**src/rtl/drvm_pkg.sv**
```systemverilog
// ----------------------------------------------------------------------------
// drvm_pkg: shared types and constants for the delayed RMS volume meter
// Queue geometry, register indexes, opcodes and the sequencer state type.
// ----------------------------------------------------------------------------
package drvm_pkg;

    localparam int QUEUE_DEPTH = 4096;
    localparam int PTR_W       = $clog2(QUEUE_DEPTH);
    localparam int CNT_W       = PTR_W + 1;

    localparam int CFG_IDX_W   = 1;
    localparam int CFG_DATA_W  = 32;
    localparam logic [CFG_IDX_W-1:0] REG_CLEAR_THRESHOLD = 1'd0;
    localparam logic [CFG_IDX_W-1:0] REG_DELAY_TICKS     = 1'd1;

    localparam logic OP_PUSH   = 1'b0;
    localparam logic OP_UPDATE = 1'b1;

    localparam logic [15:0] ALPHA_Q16 = 16'd13107;

    typedef struct packed {
        logic        opcode;
        logic [15:0] sample_value;
        logic [31:0] time_now;
        logic [12:0] window_length;
    } req_t;

    typedef struct packed {
        logic [15:0] volume;
        logic [15:0] level_average;
        logic [12:0] queued_count;
    } rsp_t;

    typedef enum logic [3:0] {
        ST_IDLE,
        ST_READ,
        ST_CHECK,
        ST_SQUARE,
        ST_ACCUM,
        ST_DIV,
        ST_SQRT1,
        ST_EMA,
        ST_SQRT2,
        ST_DONE
    } state_t;

    typedef struct packed {
        logic start;
        logic busy;
    } sqrt_ctl_t;

endpackage

```
**src/rtl/drvm_sqrt.sv**
```systemverilog
// ----------------------------------------------------------------------------
// drvm_sqrt: iterative integer square root
// Floor root of a 48-bit value, one result bit per cycle.
// ----------------------------------------------------------------------------
module drvm_sqrt
(
    input  logic                clk,
    input  logic                rst_n,
    input  drvm_pkg::sqrt_ctl_t ctl,
    input  logic [47:0]         radicand,
    output logic                done,
    output logic [23:0]         root
);

    logic [47:0] rem_reg, rem_next;
    logic [23:0] res_reg, res_next;
    logic [4:0]  step_reg, step_next;
    logic        run_reg, run_next;
    logic [49:0] trial;

    always_comb
    begin
        rem_next  = rem_reg;
        res_next  = res_reg;
        step_next = step_reg;
        run_next  = run_reg;
        trial     = '0;
        if (ctl.start)
        begin
            rem_next  = radicand;
            res_next  = '0;
            step_next = 5'd23;
            run_next  = 1'b1;
        end
        else if (run_reg)
        begin
            // trial = (2*res + 2^step) << step, res holds only bits above step
            trial = ({25'd0, res_reg, 1'b0} + (50'd1 << step_reg)) << step_reg;
            if ({2'b00, rem_reg} >= trial)
            begin
                rem_next = rem_reg - trial[47:0];
                res_next = res_reg | (24'd1 << step_reg);
            end
            if (step_reg == 5'd0)
                run_next = 1'b0;
            else
                step_next = step_reg - 5'd1;
        end
    end

    always_ff @(posedge clk or negedge rst_n)
    begin
        if (!rst_n)
        begin
            run_reg  <= 1'b0;
            step_reg <= '0;
        end
        else
        begin
            run_reg  <= run_next;
            step_reg <= step_next;
        end
    end

    always_ff @(posedge clk)
    begin
        rem_reg <= rem_next;
        res_reg <= res_next;
    end

    assign done = ctl.busy && !run_reg && !ctl.start;
    assign root = res_reg;

endmodule

```
**config.mk**
```make
export PLATFORM = sky130hd
export DESIGN_NAME = drvm_sqrt
export DESIGN_NICKNAME = d
export VERILOG_FILES = /design/src/rtl/drvm_pkg.sv /design/src/rtl/drvm_sqrt.sv
export SDC_FILE = /design/constraint.sdc
export NUM_CORES = 1
export LEC_CHECK = 0
export BUFFER_PORTS_ARGS = -buffer_cell sky130_fd_sc_hd__buf_2
export CAP_MARGIN = 20
export CORE_MARGIN = 3
export CORE_UTILIZATION = 50
export CTS_BUF_LIST = sky130_fd_sc_hd__clkbuf_8
export CTS_CLUSTER_DIAMETER = 80
export DETAILED_ROUTE_END_ITERATION = 8
export MAX_ROUTING_LAYER = met4
export PLACE_DENSITY = 0.69
export SYNTH_ARGS = -nofsm -noshare
export SYNTH_HDL_FRONTEND = slang
export SYNTH_SLANG_ARGS = --single-unit
export TNS_END_PERCENT = 50
```
**constraint.sdc**
```tcl
create_clock -name clk -period 27.1 [get_ports clk]
set_input_delay 4.065 -clock clk [delete_from_list [all_inputs] [get_ports clk]]
set_output_delay 4.065 -clock clk [all_outputs]
set_load 0.005 [all_outputs]
```
=== Yosys cells after proc, flatten, opt, wreduce, memory -nomap -nowiden ===
Cells that the tools add are included.

* Output and inout port bits: 25
* Word-level logic and storage cells: 32
* Input bits: 52
* Register bits after elaboration: 78

* Shift-type cells: 3
* Magnitude comparators: 1
* $add $sub $neg: 3
* Muxes and demuxes: 9
* Eq/ne operators: 1
* Bitwise logic cells: 1
* Reduce and logical (&&, ||, !) cells: 10

{| class="wikitable"
|+ Operators with widths
! kind !! number
|-
| $mux W48 || 3
|-
| $add A25 B50 Y50 || 1
|-
| $ge A48 B50 Y1 || 1
|-
| $shl A1 B5 Y50 const A || 1
|-
| $shl A50 B5 Y50 || 1
|-
| $sub A48 B48 Y48 || 1
|-
| $or A24 B24 Y24 || 1
|-
| $shl A1 B5 Y24 const A || 1
|-
| $mux W5 || 3
|-
| $reduce_and A2 Y1 || 3
|-
| $logic_not A5 Y1 || 1
|-
| $sub A5 B1 Y5 const B || 1
|-
| $reduce_bool A2 Y1 || 2
|-
| $mux W1 || 3
|-
| $logic_and A1 B1 Y1 || 2
|-
| $logic_not A1 Y1 || 2
|-
| $ne A2 B2 Y1 const B || 1
|}

=== Depth between registers and ports, before layout ===
Gate-level depths: netlist (run 1).

* Depth in word-level cells: 7
* Gate-level depth with buffers: 31
* Mapped depth without buffers: 26

=== Worst setup path after synthesis (run 1) ===
No wires, ideal clock.

* Path type: input port to output port
* Start: input ctl[1] (netlist bit)
* End: output done
* Arrival time: 4.677 ns
* Data required time: 23.035 ns
* Setup slack: 18.358 ns
* Stages: 3
* Buffers on the path: 2
* Cells stage by stage: clkbuf_1 > clkbuf_1 > nor3b_1

* Cells in the longest elaborated chain, start to end: 2

{| class="wikitable"
|+ Ends and longest elaborated chain
! item !! line !! source
|-
| from (decl) || drvm_sqrt.sv:9 || <nowiki>input drvm_pkg::sqrt_ctl_t ctl,</nowiki>
|-
| $logic_not A1 Y1 || drvm_sqrt.sv:71 || <nowiki>assign done = ctl.busy && !run_reg && !ctl.start;</nowiki>
|-
| $logic_and A1 B1 Y1 || drvm_sqrt.sv:71 ||
|-
| to (decl) || drvm_sqrt.sv:11 || <nowiki>output logic done,</nowiki>
|}

Every way passes these cells.

=== Worst setup path in the final report (run 1) ===
* Start: register step_reg[4]
* End: register rem_reg[35] (enable)

* Cells in the longest elaborated chain, start to end: 6

{| class="wikitable"
|+ Ends and longest elaborated chain
! item !! line !! source
|-
| from (decl) || drvm_sqrt.sv:17 || <nowiki>logic [4:0] step_reg, step_next;</nowiki>
|-
| from (signal assigned) || drvm_sqrt.sv:61 || <nowiki>step_reg <= step_next;</nowiki>
|-
| $shl A1 B5 Y50 || drvm_sqrt.sv:38 || <nowiki>trial = ({25'd0, res_reg, 1'b0} + (50'd1 << step_reg)) << step_reg;</nowiki>
|-
| $add A25 B50 Y50 || drvm_sqrt.sv:38 ||
|-
| $shl A50 B5 Y50 (*) || drvm_sqrt.sv:38 ||
|-
| $ge A48 B50 Y1 (*) || drvm_sqrt.sv:39 || <nowiki>if ({2'b00, rem_reg} >= trial)</nowiki>
|-
| $reduce_bool A2 Y1 (no line) (*) || - ||
|-
| $reduce_and A2 Y1 (no line) (*) || - ||
|-
| to (signal assigned) || drvm_sqrt.sv:67 || <nowiki>rem_reg <= rem_next;</nowiki>
|-
| to (decl) || drvm_sqrt.sv:15 || <nowiki>logic [47:0] rem_reg, rem_next;</nowiki>
|}

Every way passes the cells marked *; elsewhere a longest branch is shown, timed or not.
A chain may end at the register's enable or synchronous reset.

==> run_summary.xml, run 1 <==
<?xml version="1.0" encoding="UTF-8"?>
<metrics>
  <group name="cts">
    <metric name="clock_insertion_delay_worst_skew" unit="ns">0.39</metric>
    <metric name="ctsHoldBuffers" unit="">0</metric>
    <metric name="cts.reportedPaths.clkPinSlew" unit="ns">0.10</metric>
    <metric name="h-tree-depth" unit="">3</metric>
    <metric name="cts-resized-gates" unit="">0</metric>
    <metric name="clockBufferDepth" unit="">2</metric>
    <metric name="clock_tree.root_cell" unit="">sky130_fd_sc_hd__clkbuf_8</metric>
    <metric name="cts.sinks" unit="">78</metric>
    <metric name="tritoncts.num_buffers" unit="">9</metric>
    <metric name="post-cts-setup-buffers" unit="">0</metric>
    <metric name="tritoncts" unit="">yes</metric>
  </group>
  <group name="floorplan">
    <metric name="floorplan_die_area" unit="um2">20400</metric>
    <metric name="floorplan.core_area" unit="um2">18100</metric>
    <metric name="die-height" unit="um">143</metric>
    <metric name="boundaryPins" unit="">77</metric>
    <metric name="floorplan.rows" unit="">49</metric>
    <metric name="initial_core_utilization" unit="%">51.6</metric>
    <metric name="chipWidth" unit="um">143</metric>
  </group>
  <group name="critical_path">
    <metric name="arrival" unit="ns">9.62</metric>
    <metric name="critPathRequiredTime" unit="ns">27.12</metric>
    <metric name="critical-path-top-delay-family" unit="">simple AND/OR/NAND/NOR gates</metric>
    <metric name="critical_path_peak_fanout" unit="">48</metric>
    <metric name="critical_path.reg2reg.endpoint" unit="">rem_reg[35]$_DFFE_PP_</metric>
    <metric name="worst-r2r-setup-slack" unit="ns">17.50</metric>
    <metric name="cp-end-kind" unit="">register</metric>
    <metric name="worstReg2RegStart" unit="">step_reg[4]$_DFFE_PN0P_</metric>
    <metric name="worstPathBufferInverterCount" unit="">3</metric>
    <metric name="startpoint_type" unit="">register</metric>
    <metric name="critical_path_class" unit="">reg2reg</metric>
    <metric name="cp_slowest_cell" unit="">sky130_fd_sc_hd__o31ai_4</metric>
    <metric name="r2r_cells" unit="">26</metric>
    <metric name="max_stage_delay" unit="ns">0.90</metric>
  </group>
  <group name="run">
    <metric name="cap_viol_max_count" unit="">0</metric>
  </group>
  <group name="timing">
    <metric name="setup_viol" unit="">0</metric>
    <metric name="final.setup.worst_slack" unit="ns">17.50</metric>
    <metric name="finalSetupTns" unit="ns">0</metric>
    <metric name="timing.max_slew.rel_slack" unit="%">34.1</metric>
    <metric name="fin_skew" unit="ns">0.0195</metric>
    <metric name="rsz_0062_raised_after_global_routing" unit="">false</metric>
    <metric name="post-route-period-util" unit="%">35.4</metric>
    <metric name="max_clock_freq" unit="MHz">104</metric>
    <metric name="timing_worst_slew_pin_value" unit="ns">0.988</metric>
    <metric name="final_hold_viol_count" unit="">0</metric>
    <metric name="slew_violations" unit="">0</metric>
    <metric name="shortest_clock_period_the_worst_path_allows_after_layout" unit="ns">9.60</metric>
  </group>
  <group name="yosys">
    <metric name="postSynth.topFlopCell" unit="">sky130_fd_sc_hd__edfxtp_1</metric>
    <metric name="commonest_cells_post_synth" unit="">sky130_fd_sc_hd__nand2_1 (180), sky130_fd_sc_hd__a21oi_1 (119), sky130_fd_sc_hd__nor2_1 (113)</metric>
    <metric name="ys_seq_elements" unit="">78</metric>
    <metric name="netlist_area" unit="um2">9360</metric>
    <metric name="netlist.area_leader.share" unit="%">15.4</metric>
    <metric name="synth.yosys.warnings" unit="">0</metric>
    <metric name="async_reset_ff_share" unit="%">7.69</metric>
    <metric name="sequential_share_of_the_synthesized_area" unit="%">22.1</metric>
    <metric name="synth_enable_flop_cells" unit="">48</metric>
    <metric name="synthesis.nets" unit="">1352</metric>
    <metric name="synthesis.instances" unit="">1221</metric>
    <metric name="netlist_top_cells_area" unit="">sky130_fd_sc_hd__edfxtp_1 (15%), sky130_fd_sc_hd__ha_1 (10%), sky130_fd_sc_hd__nand2_1 (7.2%)</metric>
    <metric name="yosys.area.top_type" unit="">sky130_fd_sc_hd__edfxtp_1</metric>
    <metric name="post_synth_num_cell_types" unit="">79</metric>
    <metric name="yosys.cell_count.top_type" unit="">sky130_fd_sc_hd__nand2_1</metric>
    <metric name="synth_area_per_cell" unit="um2">7.66</metric>
  </group>
  <group name="routing">
    <metric name="antenna_violating_nets_post_route" unit="">0</metric>
    <metric name="vias" unit="">9532</metric>
    <metric name="wl" unit="mm">30.0</metric>
    <metric name="avgViaCountPerCell" unit="">6.40</metric>
    <metric name="wire_per_inst" unit="um">20.2</metric>
    <metric name="drcViolationCount" unit="">0</metric>
    <metric name="drt_iter0_markers" unit="">901</metric>
    <metric name="drt_pre_antenna_iters" unit="">5</metric>
  </group>
  <group name="final_layout">
    <metric name="fraction_of_layout_cells_with_a_size_suffix_above_1" unit="%">11.5</metric>
    <metric name="areaGrowthSynthToFinish" unit="%">7.98</metric>
    <metric name="final_util" unit="%">55.7</metric>
    <metric name="finish.net_count" unit="">1386</metric>
    <metric name="insertedDiodeCount" unit="">0</metric>
    <metric name="final_area" unit="um2">10100</metric>
    <metric name="largest_register_ff_count" unit="">48</metric>
    <metric name="final_cell_count_no_fill" unit="">1489</metric>
  </group>
  <group name="worst_hold_path">
    <metric name="hold-path-endpoint" unit="">root[21]$_SDFFE_PP0P_</metric>
    <metric name="hold-path-cell-count" unit="">1</metric>
    <metric name="hold_class" unit="">reg2reg</metric>
    <metric name="min_from" unit="">root[21]$_SDFFE_PP0P_</metric>
  </group>
  <group name="placed_design">
    <metric name="preCtsSetupSlack" unit="ns">17.76</metric>
    <metric name="detailed_place.area" unit="um2">9880</metric>
    <metric name="io_buffer_count" unit="">76</metric>
    <metric name="placed_cells" unit="">1473</metric>
    <metric name="place_hpwl" unit="mm">23.1</metric>
    <metric name="gp_congestion" unit="">1.02</metric>
  </group>
  <group name="global_routing">
    <metric name="first_global_vias" unit="">8888</metric>
    <metric name="track_usage" unit="%">29.9</metric>
    <metric name="grt_max_degree" unit="">65</metric>
    <metric name="initial_antenna_violation_count" unit="">0</metric>
    <metric name="grt_first_pass_wirelength" unit="mm">47.2</metric>
    <metric name="globalRouteOverflowTotal" unit="">0</metric>
  </group>
  <group name="power_and_ir_drop">
    <metric name="switching_share" unit="%">47.2</metric>
    <metric name="combPwrFrac" unit="%">64.8</metric>
    <metric name="p_int" unit="mW">0.466</metric>
    <metric name="p_seq_share" unit="%">23.2</metric>
    <metric name="p_sw" unit="mW">0.417</metric>
    <metric name="share_clk_of_total_power" unit="%">12.1</metric>
    <metric name="power.static_leakage" unit="nW">4.11</metric>
    <metric name="ir_worst_vdd" unit="mV">0.0523</metric>
    <metric name="power_density" unit="nW/um2">87.4</metric>
  </group>
  <group name="status">
    <metric name="status" unit="">completed</metric>
  </group>
</metrics>
layout make-up:
cell class,count,area (um2)
well taps,229,287
clock inverters,6,85.1
fillers,1787,8050
inverters,29,109
flip-flops and latches,78,2070
clock buffers,10,138
repair buffers,88,473
multi-input cells,1049,6940
kinds of logic after synthesis:
kind of cell               after synthesis  synth area share (%)
muxes                                   52                  6.93
buffers and inverters                   94                  3.84
and+or+nand+nor                        440                  21.3
DFF                                     78                  22.1
adders and majority gates               79                  10.7
AOI/OAI and AO/OA                      414                  29.0
xor gates and xnor gates                64                  5.99
power by group through the flow:
stage | clock [mW] | sequential (mW) | combinational (mW)
after floorplan | 0 | 0.203 | 0.432
after global placement | 0 | 0.207 | 0.560
after detailed placement | 0 | 0.207 | 0.560
after CTS | 0.108 | 0.205 | 0.565
after global routing | 0.113 | 0.208 | 0.634
final | 0.106 | 0.205 | 0.572
per-layer routing:
layer	vias to the layer above	share of wire [%]	GRT usage (%)
met4	0	2.9	10.1
met1	4446	45	39.9
li1	4634	-	-
met5	-	0	-
met3	53	6.1	2.85
met2	399	46	47.6
worst max-delay path by stage:
| stage | startpoint | endpoint | slack [ns] | cells after the start |
|---|---|---|---|---|
| 5_1_grt | step_reg[4]$_DFFE_PN0P_ | rem_reg[8]$_DFFE_PP_ | 16.99 | 25 |
| 3_5_place_dp | step_reg[4]$_DFFE_PN0P_ | rem_reg[11]$_DFFE_PP_ | 17.76 | 25 |
| 4_1_cts | step_reg[4]$_DFFE_PN0P_ | rem_reg[8]$_DFFE_PP_ | 17.75 | 25 |
| 6_report | step_reg[4]$_DFFE_PN0P_ | rem_reg[35]$_DFFE_PP_ | 17.50 | 26 |
| 3_3_place_gp | step_reg[4]$_DFFE_PN0P_ | rem_reg[12]$_DFFE_PP_ | 17.97 | 25 |
| 2_1_floorplan | ctl[1] | done | 18.36 | 3 |
layout by cell type, fill, tap and decap left out, drive strengths merged, types with 24 or more instances in the layout:
master	count
nand2	180
a21oi	119
nor2	113
o21ai	94
buf	88
ha	77
edfxtp	48
xnor2	42
nor3	31
mux2i	31
inv	29
a21o	28
nand3	25
dfxtp	24
worst reg2reg max path, delay by kind of cell (launching register included):
kind | cells | cell delay (ns)
buffers and inverters | 3 | 1.52
muxes | 1 | 0.24
adders and majority gates | 2 | 0.79
and+or+nand+nor | 11 | 3.17
AOI/OAI and AO/OA | 9 | 3.10
DFF | 1 | 0.34
per-stage QoR:
stage,power (mW),hold slack [ns]
after floorplan,0.635,0.480
after global placement,0.767,0.473
after detailed placement,0.767,0.482
after CTS,0.877,0.495
after global routing,0.955,0.507
final,0.883,0.492
Note: power is estimated with default switching activity, not from simulation.
==> run 2, diff against run 1 <==
==> constraint.sdc (replaced) <==
create_clock -name clk -period 9.25 [get_ports clk]
set_input_delay 1.3875 -clock clk [delete_from_list [all_inputs] [get_ports clk]]
set_output_delay 1.3875 -clock clk [all_outputs]
set_load 0.005 [all_outputs]
==> run 2 against run 1 <==
Sequential share of layout area shrank 0.12 points; critical path type unchanged; count of clock-buffer cells in the layout grew 1; total power grew to 2.9 times the previous value; die area is the same; flip-flop and latch count is the same; highest routed layer unchanged.
==> run_summary.xml, run 2 (synthesis results as in run 1) <==
<?xml version="1.0" encoding="UTF-8"?>
<metrics>
  <group name="final_layout">
    <metric name="multi_input_comb_area" unit="um2">6940</metric>
    <metric name="number_of_filler_instances_in_the_final_layout" unit="">1727</metric>
    <metric name="final_cell_mix" unit="">sky130_fd_sc_hd__nand2_1 (180), sky130_fd_sc_hd__a21oi_1 (119), sky130_fd_sc_hd__nor2_1 (113), sky130_fd_sc_hd__o21ai_0 (91), sky130_fd_sc_hd__ha_1 (77)</metric>
    <metric name="final_area" unit="um2">10200</metric>
    <metric name="largest_register_ff_count" unit="">48</metric>
    <metric name="final_common_cell" unit="">sky130_fd_sc_hd__nand2_1</metric>
    <metric name="final_cell_count_no_fill" unit="">1499</metric>
    <metric name="insertedDiodeCount" unit="">0</metric>
    <metric name="areaGrowthSynthToFinish" unit="%">8.63</metric>
    <metric name="fraction_of_layout_cells_with_a_size_suffix_above_1" unit="%">12.3</metric>
    <metric name="finish.net_count" unit="">1396</metric>
    <metric name="final_util" unit="%">56.0</metric>
    <metric name="seqCellArea" unit="um2">2070</metric>
  </group>
  <group name="timing">
    <metric name="fin_skew" unit="ns">0.0149</metric>
    <metric name="hold_ws" unit="ns">0.515</metric>
    <metric name="finalSetupTns" unit="ns">0</metric>
    <metric name="timing.max_slew.rel_slack" unit="%">38.2</metric>
    <metric name="slew_violations" unit="">0</metric>
    <metric name="post-route-period-util" unit="%">91.7</metric>
    <metric name="setup_viol" unit="">0</metric>
    <metric name="final.setup.worst_slack" unit="ns">0.772</metric>
    <metric name="rsz_0062_raised_after_global_routing" unit="">false</metric>
    <metric name="final_hold_viol_count" unit="">0</metric>
    <metric name="max_clock_freq" unit="MHz">118</metric>
    <metric name="shortest_clock_period_the_worst_path_allows_after_layout" unit="ns">8.48</metric>
    <metric name="timing_worst_slew_pin_value" unit="ns">0.927</metric>
  </group>
  <group name="routing">
    <metric name="drt_iter0_markers" unit="">1109</metric>
    <metric name="avgViaCountPerCell" unit="">6.46</metric>
    <metric name="wire_per_inst" unit="um">20.1</metric>
    <metric name="vias" unit="">9681</metric>
    <metric name="wl" unit="mm">30.2</metric>
    <metric name="drt_pre_antenna_iters" unit="">7</metric>
    <metric name="antenna_violating_nets_post_route" unit="">0</metric>
    <metric name="drcViolationCount" unit="">0</metric>
  </group>
  <group name="critical_path">
    <metric name="worstPathBufferInverterCount" unit="">3</metric>
    <metric name="cp_slowest_cell" unit="">sky130_fd_sc_hd__a221oi_1</metric>
    <metric name="critPathRequiredTime" unit="ns">9.31</metric>
    <metric name="cp-end-kind" unit="">register</metric>
    <metric name="critical_path_class" unit="">reg2reg</metric>
    <metric name="arrival" unit="ns">8.54</metric>
    <metric name="worst-r2r-setup-slack" unit="ns">0.77</metric>
    <metric name="timing.critical_path.mode_cell" unit="">sky130_fd_sc_hd__ha_1</metric>
    <metric name="critical_path_peak_fanout" unit="">26</metric>
    <metric name="critical-path-top-delay-family" unit="">compound AO/OA/AOI/OAI gates</metric>
    <metric name="startpoint_type" unit="">register</metric>
    <metric name="max_stage_delay" unit="ns">0.65</metric>
  </group>
  <group name="global_routing">
    <metric name="first_global_vias" unit="">8894</metric>
    <metric name="grt_max_degree" unit="">101</metric>
    <metric name="grt_first_pass_wirelength" unit="mm">47.6</metric>
    <metric name="globalRouteOverflowTotal" unit="">0</metric>
    <metric name="track_usage" unit="%">30.1</metric>
    <metric name="initial_antenna_violation_count" unit="">0</metric>
  </group>
  <group name="run">
    <metric name="cap_viol_max_count" unit="">0</metric>
  </group>
  <group name="floorplan">
    <metric name="floorplan.core_area" unit="um2">18100</metric>
    <metric name="die-height" unit="um">143</metric>
    <metric name="initial_core_utilization" unit="%">51.6</metric>
    <metric name="chipWidth" unit="um">143</metric>
    <metric name="floorplan.rows" unit="">49</metric>
    <metric name="floorplan_die_area" unit="um2">20400</metric>
    <metric name="boundaryPins" unit="">77</metric>
  </group>
  <group name="status">
    <metric name="status" unit="">completed</metric>
  </group>
  <group name="cts">
    <metric name="tritoncts.num_buffers" unit="">9</metric>
    <metric name="cts.reportedPaths.clkPinSlew" unit="ns">0.09</metric>
    <metric name="tritoncts" unit="">yes</metric>
    <metric name="ctsHoldBuffers" unit="">0</metric>
    <metric name="clock_insertion_delay_worst_skew" unit="ns">0.39</metric>
    <metric name="post-cts-setup-buffers" unit="">0</metric>
    <metric name="clockBufferDepth" unit="">2</metric>
    <metric name="cts-resized-gates" unit="">0</metric>
    <metric name="h-tree-depth" unit="">3</metric>
    <metric name="cts.sinks" unit="">78</metric>
    <metric name="clock_tree.root_cell" unit="">sky130_fd_sc_hd__clkbuf_8</metric>
  </group>
  <group name="worst_hold_path">
    <metric name="hold_class" unit="">reg2reg</metric>
  </group>
  <group name="placed_design">
    <metric name="placed_cells" unit="">1483</metric>
    <metric name="gp_congestion" unit="">0.998</metric>
    <metric name="preCtsSetupSlack" unit="ns">0.911</metric>
    <metric name="place_hpwl" unit="mm">23.1</metric>
    <metric name="detailed_place.area" unit="um2">9950</metric>
    <metric name="io_buffer_count" unit="">76</metric>
  </group>
  <group name="power_and_ir_drop">
    <metric name="design_power_total" unit="mW">2.60</metric>
    <metric name="power_density" unit="nW/um2">255</metric>
    <metric name="power.static_leakage" unit="nW">4.15</metric>
    <metric name="ir_worst_vdd" unit="mV">0.159</metric>
  </group>
</metrics>
[run 2: cell count changes in the layout (fill, tap and decap cells not counted), sizes merged]
cell    change
inv         -1
bufinv      -1
buf        +10
clkinv      +1
clkbuf      +1
[run 2: layout make-up]
| type | count | share of cell area (%) |
|---|---|---|
| clock buffer | 11 | 1.49 |
| clock inverter | 5 | 0.554 |
| inverter | 29 | 1.07 |
| multi-input combinational | 1049 | 68.3 |
| sequential | 78 | 20.4 |
| tap | 229 | 2.82 |
| timing repair buffer | 98 | 5.39 |
[run 2: worst register-to-register path, stage by stage, from the launching register on]
cell                       delay (ns)
sky130_fd_sc_hd__dfrtp_1         0.38
sky130_fd_sc_hd__buf_4           0.20
sky130_fd_sc_hd__inv_1           0.45
sky130_fd_sc_hd__ha_1            0.35
sky130_fd_sc_hd__nand2_1         0.16
sky130_fd_sc_hd__nor2_1          0.28
sky130_fd_sc_hd__ha_1            0.34
sky130_fd_sc_hd__o211ai_1        0.15
sky130_fd_sc_hd__o21ai_1         0.20
sky130_fd_sc_hd__a22oi_2         0.30
sky130_fd_sc_hd__nor2_1          0.07
sky130_fd_sc_hd__or4bb_1         0.61
sky130_fd_sc_hd__a221oi_1        0.65
sky130_fd_sc_hd__nand2b_1        0.19
sky130_fd_sc_hd__a31oi_1         0.11
sky130_fd_sc_hd__mux2i_1         0.24
sky130_fd_sc_hd__a22oi_1         0.15
sky130_fd_sc_hd__ha_1            0.44
sky130_fd_sc_hd__nand4_1         0.20
sky130_fd_sc_hd__nor4_1          0.39
sky130_fd_sc_hd__o221ai_1        0.19
sky130_fd_sc_hd__nand4_1         0.26
sky130_fd_sc_hd__nand3_1         0.12
sky130_fd_sc_hd__nand2_1         0.14
sky130_fd_sc_hd__a311oi_1        0.20
sky130_fd_sc_hd__o31ai_4         0.31
sky130_fd_sc_hd__o32a_2          0.62
sky130_fd_sc_hd__buf_4           0.45
[run 2: path summary, 6_finish.rpt]
check	from	endpoint	cells past startpoint
worst max-delay path	step_reg[0]$_DFFE_PN0P_	rem_reg[10]$_DFFE_PP_	27
worst min-delay path	root[6]$_SDFFE_PP0P_	root[6]$_SDFFE_PP0P_	2
worst max register to register	step_reg[0]$_DFFE_PN0P_	rem_reg[10]$_DFFE_PP_	27
worst min register to register	root[6]$_SDFFE_PP0P_	root[6]$_SDFFE_PP0P_	2
max in group asynchronous	rst_n	step_reg[1]$_DFFE_PN0P_	1
min in group asynchronous	rst_n	run_reg$_DFF_PN0_	1
[run 2: power breakdown]
part | total, mW | internal [mW] | switching [mW]
logic | 1.70 | 0.670 | 1.03
registers | 0.606 | 0.553 | 0.0531
clock network | 0.289 | 0.140 | 0.149
[run 2: layer usage]
layer  vias up  track usage, %  share of wire, %
li1       4650               -                 -
met1      4476            40.4                44
met2       480            47.0                46
met3        75            3.72               7.4
met4         0            10.5               3.1
met5         -               -                 0
==> run 3, diff against run 2 <==
--- a/config.mk
+++ b/config.mk
@@ -5,7 +5,7 @@
 export SDC_FILE = /design/constraint.sdc
 export NUM_CORES = 1
 export LEC_CHECK = 0
-export BUFFER_PORTS_ARGS = -buffer_cell sky130_fd_sc_hd__buf_2
+export BUFFER_PORTS_ARGS = -buffer_cell sky130_fd_sc_hd__buf_4
 export CAP_MARGIN = 20
 export CORE_MARGIN = 3
 export CORE_UTILIZATION = 50
==> constraint.sdc (replaced) <==
create_clock -name clk -period 9.45 [get_ports clk]
set_input_delay 1.4175 -clock clk [delete_from_list [all_inputs] [get_ports clk]]
set_output_delay 1.4175 -clock clk [all_outputs]
set_load 0.005 [all_outputs]
==> run 3 against run 2 <==
Core utilization rose by 0.77 points; non-clock buffer count fell by 1; flip-flop and latch count did not move; largest cell class unchanged; critical path depth fell by 2; critical path type unchanged; global-route usage barely moved; via count fell by 1.3%.
==> run_summary.xml, run 3 (synthesis results as in run 1) <==
<?xml version="1.0" encoding="UTF-8"?>
<metrics>
  <group name="status">
    <metric name="status" unit="">completed</metric>
  </group>
  <group name="critical_path">
    <metric name="worstReg2RegStart" unit="">step_reg[1]$_DFFE_PN0P_</metric>
    <metric name="cp_slowest_cell" unit="">sky130_fd_sc_hd__a221oi_1</metric>
    <metric name="arrival" unit="ns">8.24</metric>
    <metric name="timing.critical_path.from" unit="">step_reg[1]$_DFFE_PN0P_</metric>
    <metric name="critical_path_peak_fanout" unit="">48</metric>
    <metric name="startpoint_type" unit="">register</metric>
    <metric name="critical_path_class" unit="">reg2reg</metric>
    <metric name="max_stage_delay" unit="ns">0.59</metric>
    <metric name="critPathRequiredTime" unit="ns">9.48</metric>
    <metric name="cp-end-kind" unit="">register</metric>
  </group>
  <group name="power_and_ir_drop">
    <metric name="power.static_leakage" unit="nW">4.17</metric>
    <metric name="ir_worst_vdd" unit="mV">0.143</metric>
    <metric name="design_power_total" unit="mW">2.48</metric>
    <metric name="power_density" unit="nW/um2">241</metric>
  </group>
  <group name="routing">
    <metric name="wl" unit="mm">29.7</metric>
    <metric name="antenna_violating_nets_post_route" unit="">0</metric>
    <metric name="drt_pre_antenna_iters" unit="">5</metric>
    <metric name="vias" unit="">9556</metric>
    <metric name="drcViolationCount" unit="">0</metric>
    <metric name="wire_per_inst" unit="um">19.9</metric>
    <metric name="avgViaCountPerCell" unit="">6.38</metric>
    <metric name="drt_iter0_markers" unit="">821</metric>
  </group>
  <group name="timing">
    <metric name="rsz_0062_raised_after_global_routing" unit="">false</metric>
    <metric name="final.setup.worst_slack" unit="ns">1.24</metric>
    <metric name="final_hold_viol_count" unit="">0</metric>
    <metric name="finalSetupTns" unit="ns">0</metric>
    <metric name="slew_violations" unit="">0</metric>
    <metric name="post-route-period-util" unit="%">86.9</metric>
    <metric name="timing.max_slew.rel_slack" unit="%">40.0</metric>
    <metric name="max_clock_freq" unit="MHz">122</metric>
    <metric name="timing_worst_slew_pin_value" unit="ns">0.900</metric>
    <metric name="fin_skew" unit="ns">0.0183</metric>
    <metric name="shortest_clock_period_the_worst_path_allows_after_layout" unit="ns">8.21</metric>
    <metric name="setup_viol" unit="">0</metric>
  </group>
  <group name="final_layout">
    <metric name="number_of_filler_instances_in_the_final_layout" unit="">1758</metric>
    <metric name="largest_register_ff_count" unit="">48</metric>
    <metric name="finish.net_count" unit="">1395</metric>
    <metric name="fraction_of_layout_cells_with_a_size_suffix_above_1" unit="%">12.1</metric>
    <metric name="insertedDiodeCount" unit="">0</metric>
    <metric name="areaGrowthSynthToFinish" unit="%">10.1</metric>
    <metric name="final_common_cell" unit="">sky130_fd_sc_hd__nand2_1</metric>
    <metric name="final_area" unit="um2">10300</metric>
    <metric name="final_cell_mix" unit="">sky130_fd_sc_hd__nand2_1 (180), sky130_fd_sc_hd__a21oi_1 (119), sky130_fd_sc_hd__nor2_1 (113), sky130_fd_sc_hd__buf_4 (97), sky130_fd_sc_hd__o21ai_0 (91)</metric>
  </group>
  <group name="cts">
    <metric name="cts.sinks" unit="">78</metric>
    <metric name="clock_insertion_delay_worst_skew" unit="ns">0.40</metric>
    <metric name="tritoncts.num_buffers" unit="">9</metric>
    <metric name="tritoncts" unit="">yes</metric>
    <metric name="cts.reportedPaths.clkPinSlew" unit="ns">0.09</metric>
    <metric name="clockBufferDepth" unit="">2</metric>
    <metric name="h-tree-depth" unit="">3</metric>
    <metric name="ctsHoldBuffers" unit="">0</metric>
    <metric name="cts-resized-gates" unit="">0</metric>
    <metric name="clock_tree.root_cell" unit="">sky130_fd_sc_hd__clkbuf_8</metric>
    <metric name="post-cts-setup-buffers" unit="">0</metric>
  </group>
  <group name="floorplan">
    <metric name="initial_core_utilization" unit="%">51.6</metric>
    <metric name="die-height" unit="um">143</metric>
    <metric name="floorplan_die_area" unit="um2">20400</metric>
    <metric name="chipWidth" unit="um">143</metric>
    <metric name="floorplan.core_area" unit="um2">18100</metric>
    <metric name="boundaryPins" unit="">77</metric>
    <metric name="floorplan.rows" unit="">49</metric>
  </group>
  <group name="global_routing">
    <metric name="globalRouteOverflowTotal" unit="">0</metric>
    <metric name="track_usage" unit="%">30.1</metric>
    <metric name="grt_first_pass_wirelength" unit="mm">47.6</metric>
    <metric name="initial_antenna_violation_count" unit="">0</metric>
    <metric name="first_global_vias" unit="">9022</metric>
    <metric name="grt_max_degree" unit="">97</metric>
  </group>
  <group name="run">
    <metric name="cap_viol_max_count" unit="">0</metric>
  </group>
  <group name="worst_hold_path">
    <metric name="min_from" unit="">root[23]$_SDFFE_PP0P_</metric>
    <metric name="hold_class" unit="">reg2reg</metric>
  </group>
  <group name="placed_design">
    <metric name="preCtsSetupSlack" unit="ns">1.40</metric>
    <metric name="gp_congestion" unit="">1.08</metric>
    <metric name="detailed_place.area" unit="um2">10100</metric>
    <metric name="place_hpwl" unit="mm">23.0</metric>
    <metric name="io_buffer_count" unit="">76</metric>
  </group>
</metrics>
## run 3: changes by cell type in the layout (fill, tap and decap cells not counted), sizes merged
cell      delta
clkinv       -2
buf          -1
clkinvlp     +1
inv          +3
bufinv       -1
clkbuf       -1
## run 3: critical path, delay by kind of cell, from the launching register on
kind / cells / cell delay [ns]
buffers and inverters: 2 / 0.80
adders and majority gates: 3 / 1.37
and+or+nand+nor: 10 / 2.55
DFF: 1 / 0.52
AOI/OAI and AO/OA: 10 / 2.57
## run 3: layout make-up
cell class / count / area (um2) / share of cell area, %
multi-input combinational: 1049 / 6930 / 67.3
timing repair buffer: 97 / 728 / 7.07
clock inverter: 6 / 37.5 / 0.364
tap: 229 / 287 / 2.78
sequential: 78 / 2070 / 20.1
clock buffer: 10 / 138 / 1.34
inverter: 29 / 109 / 1.06
## run 3: final timing paths
kind	end	slack, ns	cells past startpoint
max	rem_reg[12]$_DFFE_PP_	1.24	25
min	root[23]$_SDFFE_PP0P_	0.50	1
max reg2reg	rem_reg[12]$_DFFE_PP_	1.24	25
min reg2reg	root[23]$_SDFFE_PP0P_	0.50	1
max in group asynchronous	step_reg[3]$_DFFE_PN0P_	8.53	1
min in group asynchronous	step_reg[0]$_DFFE_PN0P_	0.81	1
## run 3: report_power, final
part | internal [mW] | leakage (nW) | switching (mW) | total [mW]
sequential | 0.542 | 0.753 | 0.0508 | 0.593
combinational | 0.652 | 3.33 | 0.988 | 1.64
clock | 0.102 | 0.0918 | 0.145 | 0.247
## run 3: stage by stage
step	utilization [%]	std cells	hold WS [ns]
CTS	56.8	1498	0.505
finish	56.8	1498	0.503
global placement	55.8	1482	0.481
detailed placement	55.8	1482	0.493
floorplan	-	1221	0.480
global route	56.8	1498	0.520
## run 3: per-layer routing
metal | wire length (um) | share of wire [%] | up-vias | GRT usage, %
li1 | - | - | 4638 | -
met1 | 13200 | 44 | 4443 | 40.6
met2 | 13400 | 45 | 398 | 45.9
met3 | 2020 | 6.8 | 77 | 3.65
met4 | 1140 | 3.8 | 0 | 12.7
met5 | 0 | 0 | - | -
